`src/sv/trq_ram.sv`:
```
// trq_ram: generic single write port, single read port ram
// read data registered; no dependencies
module trq_ram #(
   parameter int WIDTH  = 8,
   parameter int DEPTH  = 256,
   parameter int ADDR_W = (DEPTH > 1) ? $clog2(DEPTH) : 1
) (
   input  logic              clock,
   input  logic              wr_en,
   input  logic [ADDR_W-1:0] wr_addr,
   input  logic [WIDTH-1:0]  wr_data,
   input  logic              rd_en,
   input  logic [ADDR_W-1:0] rd_addr,
   output logic [WIDTH-1:0]  rd_data
);

   logic [WIDTH-1:0] mem_ff [DEPTH];
   logic [WIDTH-1:0] rd_data_ff;

   always_ff @(posedge clock) begin
      if (wr_en) begin
         mem_ff[wr_addr] <= wr_data;
      end
      if (rd_en) begin
         rd_data_ff <= mem_ff[rd_addr];
      end
   end

   assign rd_data = rd_data_ff;

endmodule

```
`config.mk`:
```
export PLATFORM = sky130hd
export DESIGN_NAME = trq_ram
export DESIGN_NICKNAME = d
export VERILOG_FILES = /design/src/sv/trq_ram.sv
export SDC_FILE = /design/constraint.sdc
export NUM_CORES = 2
export LEC_CHECK = 0
export BUFFER_PORTS_ARGS = -buffer_cell sky130_fd_sc_hd__clkbuf_2
export CORE_MARGIN = 3
export CORE_UTILIZATION = 38
export DETAILED_ROUTE_END_ITERATION = 12
export PLACE_DENSITY = 0.54
export SLEW_MARGIN = 20
export SYNTH_ARGS = -nofsm -noshare
export SYNTH_HDL_FRONTEND = slang
export SYNTH_SLANG_ARGS = --single-unit
```
`constraint.sdc`:
```
create_clock -name clock -period 2.3 [get_ports clock]
set_input_delay 0.115 -clock clock [delete_from_list [all_inputs] [get_ports clock]]
set_output_delay 0.115 -clock clock [all_outputs]
set_load 0.05 [all_outputs]
```
# Word level (Yosys, flattened, before mapping)
# Memories as Yosys holds them, arrays and structs flattened. A register that Yosys moved wholly into a read port is not among the register bits.
# Index checks and enable logic that the tools add are counted.
# word_totals
regBits,0
input_bits,27
memories,1
ramBits,2048
output_inout_bits,8
# op_classes
muxes,2
# memory_table
name,depth,word_bits,read_ports,rd_clocked_by_memory_dff,write_ports,line,text
mem_ff,256,8,1,1,1,17,logic [WIDTH-1:0] mem_ff [DEPTH];
# ops
op,n
1-bit two-way mux,2

# Logic depth before layout (Yosys ltp)
# logic_depth
word_depth,2
depth_mapped,11
ltp_nobuf,6

# Worst setup path before layout
# OpenSTA, ideal clock, no wires.
# synth_timing
kind,input port to flip-flop
start,in rd_addr[0]
end,reg rd_data_ff[2] (netlist: rd_data[2]) (read register of mem_ff) (data pin)
path_slack_ns,0.109
n_path_buf,4
setup_time_ns,0.269
required_ns,2.031
path_stages,9
arrival_ns,1.922
path_cell_list,buf_6 buf_12 buf_8 buf_2 mux4_2 a22oi_1 a21oi_1 nor4_1 nor4_2
# synth_rtl
element,line,text
from (decl),13,"input logic [ADDR_W-1:0] rd_addr,"
to (decl),18,logic [WIDTH-1:0] rd_data_ff;

==> qor.yml <==
floorplan:
  io_pins: 35
  dieArea_um2: 215000
  die_h_um: 464
  fp.dieW_um: 464
  rows: 167
  start_util_pct: 38.3
  core_um2: 208000
place:
  portBuffers: 34
  hpwlAfterDp_um: 139000
  gp_congestion: 0.819
  dp_slack_ns: -0.943
logic_synthesis:
  synth_common_cells: "edfxtp_1 (2056), mux4_2 (454), nor2_1 (282)"
  synth_cell_types: 54
  ys_seq_area_share_pct: 77.5
  synth_ff_type: "edfxtp_1"
  syn-num-nets: 3760
  ys_ff_latch: 2056
  synth_warnings: 0
  synthCells: 3733
  synthTopCellsByArea: "edfxtp_1 (78%), mux4_2 (13%), mux2i_1 (1.7%), nor2_1 (1.3%), a22oi_1 (1.3%)"
  synth.cell_area_um2: 79600
  synth_most_common_cell: "edfxtp_1"
  synth_area_leader_cell: "edfxtp_1"
  synth_area_per_cell_um2: 21.3
  yosysTopAreaCellShare_pct: 77.5
  synth_edf_count: 2056
  synth-async-reset-ratio_pct: 0
clocking:
  cts_root_buffer: "clkbuf_16"
  cts_tree: "built"
  post_cts_buffers: 0
  clkSlewWorstSetupHoldPaths_ns: 0.06
  cts_buffer_depth: 3
  cts_made_buffers: 207
  h-tree-depth: 4
  cts_sinks: 2056
  insertion_delay_ns: 0.84
sta:
  fin_crit_ns: 2.41
  tightest_slew_ns: 0.852
  slew_viol_final: 0
  finalSetupViolations: 5
  fin_crit_sh_pct: 105
  fmax_mhz: 415
  rsz0062_at_grt: "true"
  hold_ws_ns: 0.135
  timing.final.ws_setup_ns: -0.109
  hold_violations: 0
  relSlewSlack_pct: 43.1
  clock_skew_ns: 0.0381
route:
  vias_per_cell: 5.47
  drt_iter0_markers: 4221
  ant_nets: 0
  wl_per_cell_um: 28.2
  vias: 40800
  drt_pass1_iterations: 6
  wl_um: 211000
  drc_errors: 0
worst_setup_path:
  arrival_ns: 3.01
  end_kind: "register"
  critPathBufInv: 1
  cp_cell_sequence: "mux4_2 > a22o_4 > a221oi_4 > o32ai_4 > nor3_4 > buf_6 > nor4_2"
  cp_slowest_cell: "mux4_2"
  path_class: "register to register"
  cpPeakStageDelay_ns: 0.50
  startpoint_type: "register"
  crit_fanout: 1
  crit_family: "compound AO/OA/AOI/OAI gates"
  required_ns: 2.90
global_routing:
  grt_util_met1_pct: 28.1
  track_usage_pct: 19.5
  grt_max_degree: 109
  globalRouteOverflowTotal: 0
  grt_pass1_wl_um: 304000
  grt_pass1_vias: 41700
  top_usage_layer: "met2"
  antenna_found_initial: 11
  grt_use_met2_pct: 31.3
  grt_use_met3_pct: 3.28
finish:
  areaGrowthSynthToFinish_pct: 20.6
  drive_above_1_share_pct: 33.9
  fin_nets: 4529
  fillers: 17500
  seqCellArea_um2: 61700
  multiInputGateArea_um2: 17000
power_and_ir_drop:
  power_density_nw_per_um2: 824
  p_leak_nw: 31.0
  ir_worst_vdd_v: 0.000801
run_status:
  violations: "negative setup slack"
  status: "finished with violations"
flow_run:
  maxCapViolCount: 0
hold_path:
  hold_path.class: "input port to register"
final timing paths:
check | start | slack, ns | to | cells after the start
worst min-delay path | wr_addr[6] | 0.14 | mem_ff[211][3] | 4
worst min register to register | mem_ff[32][5] | 1.12 | rd_data[5] | 6
worst max register to register | mem_ff[83][6] | -0.11 | rd_data[6] | 7
worst max-delay path | mem_ff[83][6] | -0.11 | rd_data[6] | 7
cells by family after synthesis:
group | share of synthesized area (%)
buf+inv | 1.83
compound gates | 3.42
simple gates | 2.63
mux | 14.6
flops | 77.5
registers in the layout, summed over array words and instances, names as in the netlist:
name and flops:
mem_ff 2048, rd_data 8
power by group:
| part | internal (W) | leakage (nW) | total, W | switching, W |
|---|---|---|---|---|
| Combinational | 0.00191 | 9.31 | 0.00466 | 0.00275 |
| Clock | 0.0191 | 3.23 | 0.0331 | 0.0140 |
| Sequential | 0.0413 | 18.5 | 0.0414 | 0.0000553 |
tightest hold or removal path: stages:
cell      delay [ns]
clkbuf_2        0.17
nand3_1         0.12
buf_4           0.25
nor2_1          0.11
per-stage QoR:
stage / cell area, um2 / utilization (%) / power, W / setup TNS (ns) / cells
2_1_floorplan: 79600 / - / 0.0442 / 0 / 3733
3_3_place_gp: 88800 / 42.7 / 0.0467 / -8.78 / 7067
3_5_place_dp: 88800 / 42.8 / 0.0467 / -6.64 / 7071
4_1_cts: 95900 / 46.2 / 0.0799 / -0.501 / 7457
5_1_grt: 96000 / 46.2 / 0.0815 / -0.710 / 7458
6_report: 96000 / 46.2 / 0.0791 / -0.265 / 7458
cells in the final DEF (no fill, tap or decap), types with 45 or more instances in the layout:
master / count
a21oi_1: 96
a22oi_1: 132
buf_12: 94
buf_4: 651
clkbuf_16: 209
clkinv_1: 56
edfxtp_1: 2056
mux2i_1: 134
mux4_2: 454
nor2_1: 278
o221ai_1: 45
routing by layer:
metal	share of wire (%)	up-vias
met3	6.5	230
met2	48	1409
met4	1.9	0
li1	-	17300
met5	0	-
met1	43	21900
final cells by class:
cell class | instances | area share, %
clock inverter | 123 | 1.28
tap | 2788 | 3.63
sequential | 2056 | 64.3
multi-input combinational | 1442 | 17.7
inverter | 2 | 0.00782
timing repair buffer | 793 | 7.48
antenna | 1 | 0.00261
clock buffer | 253 | 5.62
repair_timing:
action / CTS / global route
gates cloned: 0 / 0
endpoints found under the setup margin: 8 / 8
hold buffers: 12 / 0
endpoints found under the hold margin: 1673 / 0
resized for setup: 55 / 15
pin swaps: 23 / 12
(Power assumes the default switching activity.)
