==> src/sv/trq_pkg.sv <==
// trq_pkg: sizes, op codes, sequencer states and edge compare types
// shared by the threshold reachability block, trq_edge_cmp and the testbench
// no dependencies
package trq_pkg;

   localparam int MAX_NODES   = 256;
   localparam int MAX_EDGES   = 1024;
   localparam int WEIGHT_BITS = 16;

   localparam int NODE_BITS  = 8;
   localparam int NODE_AW    = (MAX_NODES > 1) ? $clog2(MAX_NODES) : 1;
   localparam int TOP_W      = $clog2(MAX_NODES + 1);
   localparam int EDGE_AW    = (MAX_EDGES > 1) ? $clog2(MAX_EDGES) : 1;
   localparam int EDGE_CNT_W = $clog2(MAX_EDGES + 1);
   localparam int EDGE_W     = 2 * NODE_BITS + WEIGHT_BITS;

   localparam logic [1:0] OP_CLEAR = 2'd0;
   localparam logic [1:0] OP_ADD   = 2'd1;
   localparam logic [1:0] OP_QUERY = 2'd2;

   typedef logic [NODE_BITS-1:0]   node_type;
   typedef logic [WEIGHT_BITS-1:0] weight_type;

   typedef enum logic [3:0] {
      ST_IDLE,
      ST_CLEAR,
      ST_START,
      ST_POP,
      ST_POP_WAIT,
      ST_SCAN_RD,
      ST_SCAN_CMP,
      ST_VISIT_CHK,
      ST_FINAL
   } state_type;

   // outcome of comparing one stored edge against the current node
   typedef struct packed {
      logic     hit;
      node_type node;
   } edge_hit_type;

   function automatic logic node_ok(input node_type n, input node_type count);
      return (int'(n) < MAX_NODES) && (n <= count);
   endfunction

endpackage

==> src/sv/trq_edge_cmp.sv <==
// trq_edge_cmp: weight threshold and endpoint match for one stored edge
// depends on trq_pkg
module trq_edge_cmp (
   input  logic [trq_pkg::EDGE_W-1:0] edge_word,
   input  trq_pkg::node_type          cur_node,
   input  trq_pkg::weight_type        min_width,
   input  trq_pkg::node_type          node_count,
   output trq_pkg::edge_hit_type      result
);

   trq_pkg::node_type   end_lo;
   trq_pkg::node_type   end_hi;
   trq_pkg::weight_type weight;
   logic                wide_enough;

   assign end_lo      = edge_word[trq_pkg::NODE_BITS-1:0];
   assign end_hi      = edge_word[2*trq_pkg::NODE_BITS-1:trq_pkg::NODE_BITS];
   assign weight      = edge_word[trq_pkg::EDGE_W-1:2*trq_pkg::NODE_BITS];
   assign wide_enough = (weight >= min_width);

   // low end matching takes precedence over high end
   always_comb begin
      result.hit  = 1'b0;
      result.node = end_lo;
      priority if (end_lo == cur_node) begin
         result.node = end_hi;
         result.hit  = wide_enough && trq_pkg::node_ok(end_hi, node_count);
      end else if (end_hi == cur_node) begin
         result.node = end_lo;
         result.hit  = wide_enough && trq_pkg::node_ok(end_lo, node_count);
      end else begin
         // edge does not touch the current node
         result.hit  = 1'b0;
      end
   end

endmodule

==> config.mk <==
export PLATFORM = sky130hd
export DESIGN_NAME = trq_edge_cmp
export DESIGN_NICKNAME = d
export VERILOG_FILES = /design/src/sv/trq_pkg.sv /design/src/sv/trq_edge_cmp.sv
export SDC_FILE = /design/constraint.sdc
export NUM_CORES = 1
export LEC_CHECK = 0
export BUFFER_PORTS_ARGS = -buffer_cell sky130_fd_sc_hd__buf_4
export CAP_MARGIN = 5
export CELL_PAD_IN_SITES_DETAIL_PLACEMENT = 0
export CELL_PAD_IN_SITES_GLOBAL_PLACEMENT = 1
export CORE_UTILIZATION = 29
export DETAILED_ROUTE_END_ITERATION = 10
export GPL_TIMING_DRIVEN = 0
export PLACE_DENSITY_LB_ADDON = 0.3
export SYNTH_ARGS = -nofsm -noshare
export SYNTH_HDL_FRONTEND = slang
export SYNTH_SLANG_ARGS = --single-unit
==> constraint.sdc <==
create_clock -name vclk -period 2.1
set_input_delay 0.315 -clock vclk [all_inputs]
set_output_delay 0.315 -clock vclk [all_outputs]
set_load 0.02 [all_outputs]
# After elaboration in Yosys (flattened, before gate mapping)
# Cells that the tools add are included.
op_classes:
  n_lt_le_gt_ge: 3
  eq_ne: 2
  muxes: 2
  n_reduce_logical: 2
op_table:
  columns: ["cell", "n"]
  rows:
  - ["8-bit equality test", 2]
  - ["16-bit greater-or-equal comparator", 1]
  - ["8-bit <= comparator", 2]
  - ["9-bit 2-to-1 mux", 1]
  - ["1-bit logical AND", 2]
  - ["1-bit 2-to-1 mux", 1]
totals:
  regBits: 0
  out_inout_bits: 9
  word_cells: 9

# Longest topological paths before layout
logic_depth:
  word_depth: 4
  depth_mapped: 7

# Worst setup path before layout
# OpenSTA, ideal clock, no wires.
synth_timing:
  path_type: "in2out"
  start: "in edge_word[16] in the netlist's numbering"
  end: "out result[8] in the netlist's numbering"
  t_arrival_ns: 1.543
  setup_slack_ns: 0.242
  path_stages: 7
  n_path_buf: 0
  cell_sequence: "inv_1 -> ha_1 -> nor3b_1 -> o21ai_0 -> a211oi_1 -> nor3_1 -> o32a_1"
synth_rtl:
  columns: ["item", "line_no", "rtl"]
  rows:
  - ["start, declared", "trq_edge_cmp.sv:4", "input logic [trq_pkg::EDGE_W-1:0] edge_word,"]
  - ["end, declared", "trq_edge_cmp.sv:8", "output trq_pkg::edge_hit_type result"]

==> results.json <==
{
  "drt_iter0_drc": 12,
  "dp_hpwl_um": 2670,
  "clkbuf_count": 0,
  "synth_area_leaders": "ha_1 38%, inv_1 9.3%, mux2_2 7.5%",
  "vias": 1227,
  "grt.overflow.total": 0,
  "tightestPinTransition_ns": 0.279,
  "placed_cells": 258,
  "die_y_um": 62.1,
  "critPathKind": "in -> out",
  "layout.cells.non_filler": 259,
  "die_width_um": 62.1,
  "power.density_nw_per_um2": 192,
  "hold_class": "in -> out",
  "cp-startpoint": "min_width[11]",
  "routed_wl_um": 3050,
  "first_pass_iters": 4,
  "layout_min_cycle_time_ns": 2.03,
  "design_area_um2": 1790,
  "synth.most_common_cell": "ha_1",
  "grt_pass1_vias": 1098,
  "ys_types": 24,
  "fp-row-count": 21,
  "cp-endpoint": "result[8]",
  "drv_slew": 0,
  "synth_cells": 139,
  "drc_errors": 0,
  "nets": 311,
  "syn-cell-area_um2": 1050,
  "max_cap_viol_count": 0,
  "synth_warnings": 0,
  "routedWlPerCell_um": 11.8,
  "setup_violations": 0,
  "io_pins": 73,
  "arrival_ns": 1.71,
  "seq_cells": 0,
  "relSlewSlack_pct": 81.2,
  "synth_largest_area_cell": "ha_1",
  "fill_cells": 339,
  "hold_slack_ns": 0.980,
  "status": "finished, final reports clean",
  "placed_area_um2": 1650,
  "fmaxAchievable_ghz": 0.494,
  "avgSynthCellArea_um2": 7.53,
  "finalHoldViolations": 0,
  "critPathLaunchType": "input port",
  "start_util_pct": 30.9,
  "synth-seq-area-share_pct": 0,
  "die-area_um2": 3850,
  "final-seq-area_um2": 0,
  "grt_pass1_wl_um": 4220,
  "worstSetupEndpointType": "primary output",
  "crit_fanout": 3,
  "leakagePower_nw": 0.915,
  "synth.top_cell.area_share_pct": 38.3,
  "synth_common_cells": "32 x ha_1, 26 x inv_1, 13 x a21oi_1",
  "worst_slack_ns": 0.0747,
  "antenna_found_initial": 0,
  "post_route_cells_drive_above_1_share_pct": 47.9,
  "io_buffers": 73,
  "synth_nets": 235,
  "post-route-period-util_pct": 96.4,
  "syn_to_final_growth_pct": 71.2,
  "dp_worst_setup_slack_ns": -0.0615,
  "hold_buffers": 0,
  "worstPathRequired_ns": 1.78,
  "n_antenna_cell": 0,
  "place_congestion": 0.796,
  "coreArea_um2": 3390,
  "final_antenna_net_count": 0,
  "via_per_inst": 4.74,
  "ir_worst_vdd_mv": 0.0743,
  "grt_max_degree": 11,
  "multi_input_area_um2": 1060,
  "gr-usage-all-layers_pct": 14.0
}
==> final cells by class <==
class	count	share of cell area, %
multi-input combinational	112	59.1
buffer	1	0.629
timing repair buffer	74	31.4
tap	46	3.21
inverter	26	5.59
==> worst max-delay path, cell delays in order <==
cell      delay, ns
buf_4          0.11
inv_1          0.08
ha_4           0.22
a21oi_2        0.16
o21ai_2        0.10
a211oi_2       0.19
nor3_2         0.07
o32a_1         0.34
buf_6          0.14
==> how the worst min path moves through the flow <==
stage | to | slack [ns] | startpoint | cells past startpoint
2_1_floorplan | result[1] | 0.82 | edge_word[1] | 1
3_3_place_gp | result[0] | 0.97 | edge_word[8] | 4
3_5_place_dp | result[0] | 0.98 | edge_word[8] | 4
4_1_cts | result[0] | 0.98 | edge_word[8] | 4
5_1_grt | result[6] | 1.01 | edge_word[14] | 3
6_report | result[0] | 0.98 | edge_word[8] | 4
==> report_power, final <==
part           internal [W]  switching (W)  leakage, nW
clock network             0              0            0
logic              0.000191       0.000152        0.915
registers                 0              0            0
total              0.000191       0.000152        0.915
==> cells by family (layout without fill, tap and decap cells) <==
family	after synthesis	after routing	synth area share (%)
XOR/XNOR	16	16	13.4
buffers and inverters	27	101	10.4
AND/OR/NAND/NOR	28	28	14.0
AO/OA/AOI/OAI	29	29	16.4
adder cells (fa/ha/maj)	32	32	38.3
multiplexers	7	7	7.54
==> layout by cell type, fill, tap and decap left out, drive strengths merged, types with 2 or more instances in the layout <==
cell type,synthesis,layout
a21oi,13,13
buf,1,75
ha,32,32
inv,26,26
mux2,7,7
nand2,8,8
nand4,7,7
nor2,4,4
nor2b,2,2
nor3,2,2
nor4,3,3
o21a,2,2
o21ai,8,8
xnor2,8,8
xor2,8,8
==> what timing repair did <==
action / in CTS / in global routing
gates resized for setup: 5 / 22
pin swaps: 3 / 11
setup buffers: 0 / 1
gates cloned: 0 / 0
setup endpoints to repair: 1 / 1
==> layer usage <==
metal  vias to the layer above  GRT usage, %  wire [µm]
li1                        641             -          -
met1                       543          14.8       1070
met2                        43          30.5       1790
met3                         0          1.45        193
met4                         0             0          0
met5                         -             0          0
==> metrics by stage <==
stage               TNS [ns]  total power (W)  utilization [%]
floorplan                  0         0.000150                -
global placement     -0.0328         0.000294             48.7
detailed placement   -0.0615         0.000305             48.7
CTS                        0         0.000312             49.0
global route        -0.00676         0.000383             52.8
finish                     0         0.000343             52.8
Power figures use the tool's default switching activity.
